$ cat src/rtl/bmap_pkg.sv
package bmap_pkg;

    // Number of coordinate lanes carried by one item.
    localparam int LANES = 4;

    // Coordinate and index width.
    localparam int CW = 16;

    // Length register width.
    localparam int LW = 15;

    // Border mode codes.
    localparam logic [2:0] MODE_CONSTANT   = 3'd0;
    localparam logic [2:0] MODE_REPLICATE  = 3'd1;
    localparam logic [2:0] MODE_REFLECT    = 3'd2;
    localparam logic [2:0] MODE_WRAP       = 3'd3;
    localparam logic [2:0] MODE_REFLECT101 = 3'd4;

    // Configuration register indexes.
    localparam logic [0:0] REG_BORDER_MODE = 1'd0;
    localparam logic [0:0] REG_ROW_LENGTH  = 1'd1;

    // Lane sequencer states.
    typedef enum logic [2:0] {
        LS_IDLE,
        LS_DIV,
        LS_FIX,
        LS_FOLD,
        LS_DONE
    } lane_state_t;

    // Status that a lane reports to the merging stage.
    typedef struct packed {
        logic                 done;
        logic signed [CW-1:0] index;
    } lane_stat_t;

endpackage

$ cat src/rtl/bmap_lane.sv
module bmap_lane
    import bmap_pkg::*;
(
    input  logic                 aclk,
    input  logic                 aresetn,
    input  logic                 start,
    input  logic                 ack,
    input  logic signed [CW-1:0] coord,
    input  logic [2:0]           border_mode,
    input  logic [LW-1:0]        row_length,
    output lane_stat_t           stat
);

    lane_state_t     state_reg, state_next;
    logic [3:0]      cnt_reg, cnt_next;
    logic            neg_reg, neg_next;
    logic [CW-1:0]   dvd_reg, dvd_next;
    logic [16:0]     rem_reg, rem_next;
    logic [16:0]     m_reg, m_next;
    logic [CW-1:0]   result_reg, result_next;

    logic [CW-1:0]   mag;
    logic            in_range;
    logic            bad;
    logic [16:0]     period;
    logic [17:0]     trial;
    logic [16:0]     len_ext;

    // The period of the floored modulo depends only on the configuration.
    always_comb begin
        len_ext = {2'b00, row_length};
        case (border_mode)
            MODE_REFLECT:    period = {1'b0, row_length, 1'b0};
            MODE_REFLECT101: period = {1'b0, row_length, 1'b0} - 17'd2;
            default:         period = len_ext;
        endcase
    end

    assign mag      = coord[CW-1] ? (~coord + 16'd1) : coord;
    assign in_range = !coord[CW-1] && (coord[LW-1:0] < row_length);
    assign bad      = border_mode > MODE_REFLECT101;
    assign trial    = {rem_reg, dvd_reg[CW-1]};

    // Sequencer: classify, restoring remainder one bit a cycle, sign fix, fold.
    always_comb begin
        state_next  = state_reg;
        cnt_next    = cnt_reg;
        neg_next    = neg_reg;
        dvd_next    = dvd_reg;
        rem_next    = rem_reg;
        m_next      = m_reg;
        result_next = result_reg;
        case (state_reg)
            LS_IDLE: begin
                if (start) begin
                    neg_next = coord[CW-1];
                    dvd_next = mag;
                    rem_next = '0;
                    cnt_next = '0;
                    state_next = LS_DONE;
                    if (bad || row_length == '0) begin
                        result_next = '1;
                    end else if (in_range) begin
                        result_next = coord;
                    end else if (border_mode == MODE_CONSTANT) begin
                        result_next = '1;
                    end else if (border_mode == MODE_REPLICATE) begin
                        result_next = coord[CW-1] ? '0 : {1'b0, row_length - 15'd1};
                    end else if ((border_mode == MODE_REFLECT ||
                                  border_mode == MODE_REFLECT101) &&
                                 row_length == 15'd1) begin
                        result_next = '0;
                    end else begin
                        state_next = LS_DIV;
                    end
                end
            end
            LS_DIV: begin
                if (trial >= {1'b0, period}) begin
                    rem_next = 17'(trial - {1'b0, period});
                end else begin
                    rem_next = trial[16:0];
                end
                dvd_next = {dvd_reg[CW-2:0], 1'b0};
                cnt_next = cnt_reg + 4'd1;
                if (cnt_reg == 4'd15) begin
                    state_next = LS_FIX;
                end
            end
            LS_FIX: begin
                // A negative coordinate with a nonzero remainder wraps upward.
                if (neg_reg && rem_reg != '0) begin
                    m_next = period - rem_reg;
                end else begin
                    m_next = rem_reg;
                end
                state_next = LS_FOLD;
            end
            LS_FOLD: begin
                if (m_reg < len_ext || border_mode == MODE_WRAP) begin
                    result_next = m_reg[CW-1:0];
                end else if (border_mode == MODE_REFLECT) begin
                    result_next = 16'(period - 17'd1 - m_reg);
                end else begin
                    result_next = 16'(period - m_reg);
                end
                state_next = LS_DONE;
            end
            LS_DONE: begin
                if (ack) begin
                    state_next = LS_IDLE;
                end
            end
            default: state_next = LS_IDLE;
        endcase
    end

    always_ff @(posedge aclk) begin
        if (!aresetn) begin
            state_reg <= LS_IDLE;
        end else begin
            state_reg <= state_next;
        end
        cnt_reg    <= cnt_next;
        neg_reg    <= neg_next;
        dvd_reg    <= dvd_next;
        rem_reg    <= rem_next;
        m_reg      <= m_next;
        result_reg <= result_next;
    end

    assign stat.done  = (state_reg == LS_DONE);
    assign stat.index = result_reg;

endmodule

$ cat src/rtl/border_index_mapper.sv
// Channel   | Valid / ready      | Payload
// ----------+--------------------+---------------------------------------
// input     | s_valid / s_ready  | s_coord_0 .. s_coord_3
// result    | m_valid / m_ready  | m_index_0 .. m_index_3, m_bad_mode
// config    | cfg_we             | cfg_index, cfg_wdata
//
// One item is in flight at a time. An item that needs a modulo runs through
// the bit-serial remainder loop in each lane (16 steps plus sign fix and
// fold) before its result is ready; other items are mapped directly.
// Reset is synchronous and active low; it sets replicate mode, length 1.
// A result waiting in the output register does not block the next transfer.
module border_index_mapper
    import bmap_pkg::*;
(
    input  logic                 aclk,
    input  logic                 aresetn,
    input  logic                 s_valid,
    output logic                 s_ready,
    input  logic signed [CW-1:0] s_coord_0,
    input  logic signed [CW-1:0] s_coord_1,
    input  logic signed [CW-1:0] s_coord_2,
    input  logic signed [CW-1:0] s_coord_3,
    output logic                 m_valid,
    input  logic                 m_ready,
    output logic signed [CW-1:0] m_index_0,
    output logic signed [CW-1:0] m_index_1,
    output logic signed [CW-1:0] m_index_2,
    output logic signed [CW-1:0] m_index_3,
    output logic                 m_bad_mode,
    input  logic                 cfg_we,
    input  logic [0:0]           cfg_index,
    input  logic [LW-1:0]        cfg_wdata
);

    logic [2:0]           mode_reg;
    logic [LW-1:0]        len_reg;
    logic                 busy_reg;
    logic                 m_valid_reg;
    logic signed [CW-1:0] idx_reg [LANES];
    logic                 bad_reg;

    logic signed [CW-1:0] coords [LANES];
    lane_stat_t           stats  [LANES];
    logic [LANES-1:0]     done_vec;
    logic                 start;
    logic                 load;

    // Configuration registers.
    always_ff @(posedge aclk) begin
        if (!aresetn) begin
            mode_reg <= MODE_REPLICATE;
            len_reg  <= 15'd1;
        end else if (cfg_we) begin
            case (cfg_index)
                REG_BORDER_MODE: mode_reg <= cfg_wdata[2:0];
                REG_ROW_LENGTH:  len_reg  <= cfg_wdata;
                default: ;
            endcase
        end
    end

    assign coords[0] = s_coord_0;
    assign coords[1] = s_coord_1;
    assign coords[2] = s_coord_2;
    assign coords[3] = s_coord_3;

    assign s_ready = !busy_reg;
    assign start   = s_valid && s_ready;

    // Lanes work side by side on the coordinates of one item.
    for (genvar i = 0; i < LANES; i++) begin : g_lane
        bmap_lane u_lane (
            .aclk        (aclk),
            .aresetn     (aresetn),
            .start       (start),
            .ack         (load),
            .coord       (coords[i]),
            .border_mode (mode_reg),
            .row_length  (len_reg),
            .stat        (stats[i])
        );
        assign done_vec[i] = stats[i].done;
    end

    // Merge: once all lanes are done and the output is empty or read, load it.
    assign load = busy_reg && (&done_vec) && (!m_valid_reg || m_ready);

    always_ff @(posedge aclk) begin
        if (!aresetn) begin
            busy_reg    <= 1'b0;
            m_valid_reg <= 1'b0;
        end else begin
            if (start) begin
                busy_reg <= 1'b1;
            end else if (load) begin
                busy_reg <= 1'b0;
            end
            if (load) begin
                m_valid_reg <= 1'b1;
            end else if (m_ready) begin
                m_valid_reg <= 1'b0;
            end
        end
        if (load) begin
            for (int k = 0; k < LANES; k++) begin
                idx_reg[k] <= stats[k].index;
            end
            bad_reg <= mode_reg > MODE_REFLECT101;
        end
    end

    assign m_valid    = m_valid_reg;
    assign m_index_0  = idx_reg[0];
    assign m_index_1  = idx_reg[1];
    assign m_index_2  = idx_reg[2];
    assign m_index_3  = idx_reg[3];
    assign m_bad_mode = bad_reg;

    // The merge stage only fires for an item in flight.
    a_load_busy: assert property (@(posedge aclk) disable iff (!aresetn)
        load |-> busy_reg)
        else $error("merge without an item in flight");

    // A transfer closes the input until the item has been merged.
    a_one_item: assert property (@(posedge aclk) disable iff (!aresetn)
        start |=> !s_ready)
        else $error("second transfer while busy");

    // Lanes sit idle whenever no item is in flight.
    a_lanes_idle: assert property (@(posedge aclk) disable iff (!aresetn)
        !busy_reg |-> done_vec == '0)
        else $error("lane done with no item in flight");

    // An unsupported mode forces the constant-border index.
    a_bad_index: assert property (@(posedge aclk) disable iff (!aresetn)
        (m_valid && m_bad_mode) |-> (m_index_0 == -16'sd1 && m_index_3 == -16'sd1))
        else $error("bad mode with a mapped index");

endmodule

$ cat config.mk
export PLATFORM = sky130hd
export DESIGN_NAME = border_index_mapper
export DESIGN_NICKNAME = d
export VERILOG_FILES = /design/src/rtl/bmap_pkg.sv /design/src/rtl/bmap_lane.sv /design/src/rtl/border_index_mapper.sv
export SDC_FILE = /design/constraint.sdc
export NUM_CORES = 1
export LEC_CHECK = 0
export BUFFER_PORTS_ARGS = -buffer_cell sky130_fd_sc_hd__buf_2
export CORE_ASPECT_RATIO = 1.75
export CORE_MARGIN = 2
export CORE_UTILIZATION = 45
export CTS_CLUSTER_DIAMETER = 150
export DETAILED_ROUTE_END_ITERATION = 8
export SETUP_SLACK_MARGIN = 0.05
export SYNTH_ARGS = -nofsm -noshare
export SYNTH_HDL_FRONTEND = slang
export SYNTH_SLANG_ARGS = --single-unit
export TNS_END_PERCENT = 10
$ cat constraint.sdc
create_clock -name aclk -period 6.2 [get_ports aclk]
set_clock_uncertainty 0.2 [all_clocks]
set_input_delay 1.24 -clock aclk [delete_from_list [all_inputs] [get_ports aclk]]
set_output_delay 1.24 -clock aclk [all_outputs]
set_load 0.01 [all_outputs]
==> key figures <==
Outcome
  • Status: complete, no violations

Yosys
  • Average size of a mapped cell: 9.30 um2
  • Post-synth EDFFs: 349
  • Post-synth net total: 3,673
  • Yosys reg bits: 381
  • Most used flip-flop cell after synthesis: sky130_fd_sc_hd__edfxtp_1
  • Largest area contributor in the netlist: sky130_fd_sc_hd__edfxtp_1
  • Synth cell types: 92
  • Synth warnings: 0
  • Area share of the largest cell type after synthesis: 34.4%
  • Synthesized area: 30,400 um2
  • Share of synthesized area occupied by flip-flops and latches: 36.6%
  • Post-synthesis async set-or-reset flop share: 0%
  • Largest cells by area after synthesis: sky130_fd_sc_hd__edfxtp_1 34%, sky130_fd_sc_hd__ha_1 13%, sky130_fd_sc_hd__o21ai_0 4.8%, sky130_fd_sc_hd__nand2_1 3.7%, sky130_fd_sc_hd__xnor2_1 3.7%
  • Synth Instances: 3,272

Floorplan
  • Width of the chip: 201 um
  • Core area: 67,200 um2
  • I/O pin total: 152
  • Initial cell density of the core: 45.3%
  • Die area: 69,800 um2
  • Die boundary height: 348 um
  • Cell Rows: 126

Detailed routing
  • Number of DRC markers in iteration 0: 1,909
  • First-pass iteration count of the detailed router: 6
  • Drt drc: 0
  • Overall routed net length: 112 mm
  • DR WL/cell: 25.6 um
  • Vias: 26,558
  • Post-route antenna net violation count: 0
  • Vias per inst: 6.07

Timing
  • Final worst path period need: 5.89 ns
  • RSZ-0062 raised after global routing: false
  • Post-route setup slack: 0.312 ns
  • Slew Viols, Final: 0
  • Worst max-slew margin expressed relative to the limit: 11.1%
  • Fraction of the cycle the final worst path needs: 95.0%
  • Slew @ Worst Pin: 1.32 ns
  • Maximum frequency from static timing analysis: 170 MHz
  • Number of hold-slack violations in the final timing report: 0
  • Final setup fails: 0
  • Setup TNS after final layout: 0 ns

Place
  • Port bufs: 151
  • GPL Wtd Cong: 1.00
  • Placed insts: 4,301
  • Dpl hpwl: 89.1 mm
  • Post-place instance area: 32,600 um2
  • Setup slack at placement: 0.422 ns

Global route
  • Remaining global-route overflow: 0
  • Via count of the first global-routing pass: 26,097
  • Antenna violations before repair: 1
  • First-pass GRT wire length: 164 mm
  • Routing layer with the top usage in global route: met2
  • Routing usage on met1: 35.1%
  • GRT Overall Usage: 31.5%
  • Global Route met2 Usage: 55.0%
  • Maximum number of pins on one net before global-route repair: 38
  • Met3 capacity usage during global routing: 4.00%

Clock network
  • Number of clock sinks: 381
  • Clock latency at the later pin of the worst-skew pair: 0.60 ns
  • TritonCTS clock tree: done
  • Number of setup buffers added after CTS: 0
  • Root buffer cell: sky130_fd_sc_hd__clkbuf_16
  • Clk pin slew, worst setup/hold paths: 0.07 ns
  • Total of cells resized after clock tree synthesis: 0
  • Clock buffer count from CTS: 41
  • Maximum buffer depth of the clock tree: 3
  • Hold buffers post-CTS: 0
  • CTS H-tree depth: 2

Worst setup path
  • Kind of critical path: flip-flop to flip-flop
  • Max Fanout on Critical Path: 7
  • Required time at the worst-slack endpoint: 6.42 ns
  • CP Capture Type: flip-flop
  • Kind of start point of the critical path: flip-flop
  • Arrival @ worst endpoint: 6.11 ns

Power and ir drop
  • Overall power consumption: 7.96 mW
  • Maximum resistive drop on vdd: 179 uV
  • Cell leakage power: 13.7 nW
  • Power density over the cells: 234 nW/um2

Final layout
  • Area growth from synthesis to layout: 11.8%
  • Fraction of layout cells with a size suffix above 1: 11.4%
  • Number of cells in the finished layout apart from fillers: 4,376
  • Most frequent standard cell in the layout excluding fill and tap cells: sky130_fd_sc_hd__edfxtp_1
  • Design Area, Final: 34,000 um2
  • Net count, final: 3,849
  • Commonest non-fill, non-tap cells in the layout: 349 x sky130_fd_sc_hd__edfxtp_1, 304 x sky130_fd_sc_hd__ha_1, 302 x sky130_fd_sc_hd__nand2_1, 288 x sky130_fd_sc_hd__o21ai_0, 231 x sky130_fd_sc_hd__inv_1
  • Antenna cell count: 0

Job
  • Total of max-cap violations: 0

Min path
  • HP Class: flip-flop to flip-flop
## power by group
group | internal, mW | switching, mW
combinational | 0.813 | 1.34
clock | 1.53 | 1.10
sequential | 3.05 | 0.138
## final timing paths
| check | start | slack (ns) | to | depth (start not counted) |
|---|---|---|---|---|
| hold / removal | g_lane[2].u_lane.result_reg[11] | 0.22 | idx_reg[2][11] | 0 |
| hold reg to reg | g_lane[2].u_lane.result_reg[11] | 0.22 | idx_reg[2][11] | 0 |
| setup / recovery | len_reg[1] | 0.31 | g_lane[1].u_lane.result_reg[15] | 22 |
| setup reg to reg | len_reg[1] | 0.31 | g_lane[1].u_lane.result_reg[15] | 22 |
## Yosys cell counts (all sizes together), types with 24 or more instances
master,count
a31oi,24
nand2b,35
o21a,34
dfxtp,32
o21ai,295
xor2,108
or3,46
ha,304
xnor2,129
nor4,29
inv,235
nor3,73
or4,26
buf,36
o31ai,37
nor2,206
a21oi,201
nor2b,33
a211oi,46
edfxtp,349
clkbuf,85
mux2i,80
nand2,302
a22oi,42
a21o,80
nand3,55
## logic make-up (layout without fill, tap and decap cells)
group	after synthesis	after routing	synth area share, %
AO/OA/AOI/OAI	947	947	20.0
XOR/XNOR	237	237	6.82
adder cells (fa/ha/maj)	322	322	13.5
buffers and inverters	356	564	4.69
flip-flops	381	381	36.6
multiplexers	87	87	2.89
AND/OR/NAND/NOR	942	942	15.5
## layout make-up
cell class / count / area [um2]
sequential: 381 / 11100
inverter: 235 / 882
fill: 6407 / 33100
clock inverter: 23 / 288
timing repair buffer: 254 / 1530
tap: 896 / 1120
multi-input combinational: 2535 / 18000
clock buffer: 52 / 1110
## critical path, stage by stage (launching register included)
cell and delay (ns):
sky130_fd_sc_hd__dfxtp_1 0.51, sky130_fd_sc_hd__inv_1 0.11, sky130_fd_sc_hd__ha_1 0.23, sky130_fd_sc_hd__xnor2_1 0.18, sky130_fd_sc_hd__a221o_1 0.36, sky130_fd_sc_hd__a22oi_1 0.21
sky130_fd_sc_hd__inv_1 0.09, sky130_fd_sc_hd__nand2_1 0.13, sky130_fd_sc_hd__nor3_1 0.08, sky130_fd_sc_hd__nand2_1 0.11, sky130_fd_sc_hd__nor2_1 0.08, sky130_fd_sc_hd__xnor2_1 0.91
sky130_fd_sc_hd__ha_1 0.45, sky130_fd_sc_hd__a21o_1 0.21, sky130_fd_sc_hd__a21o_1 0.18, sky130_fd_sc_hd__a21o_1 0.19, sky130_fd_sc_hd__or2_2 0.28, sky130_fd_sc_hd__a21oi_1 0.15
sky130_fd_sc_hd__nor2_1 0.08, sky130_fd_sc_hd__o41ai_1 0.33, sky130_fd_sc_hd__xor2_1 0.14, sky130_fd_sc_hd__or3_1 0.32, sky130_fd_sc_hd__a31oi_1 0.18
## stage by stage
stage               hold WS (ns)  util [%]
global route               0.213      50.7
global placement           0.204      48.6
floorplan                  0.200         -
CTS                        0.216      50.7
detailed placement         0.205      48.6
finish                     0.215      50.7
## metal layers
metal / vias up / routed length (um)
li1: 12503 / -
met1: 12815 / 42400
met2: 932 / 54300
met3: 308 / 5830
met4: 0 / 9660
met5: - / 0
Note: power is estimated with default switching activity, not from simulation.
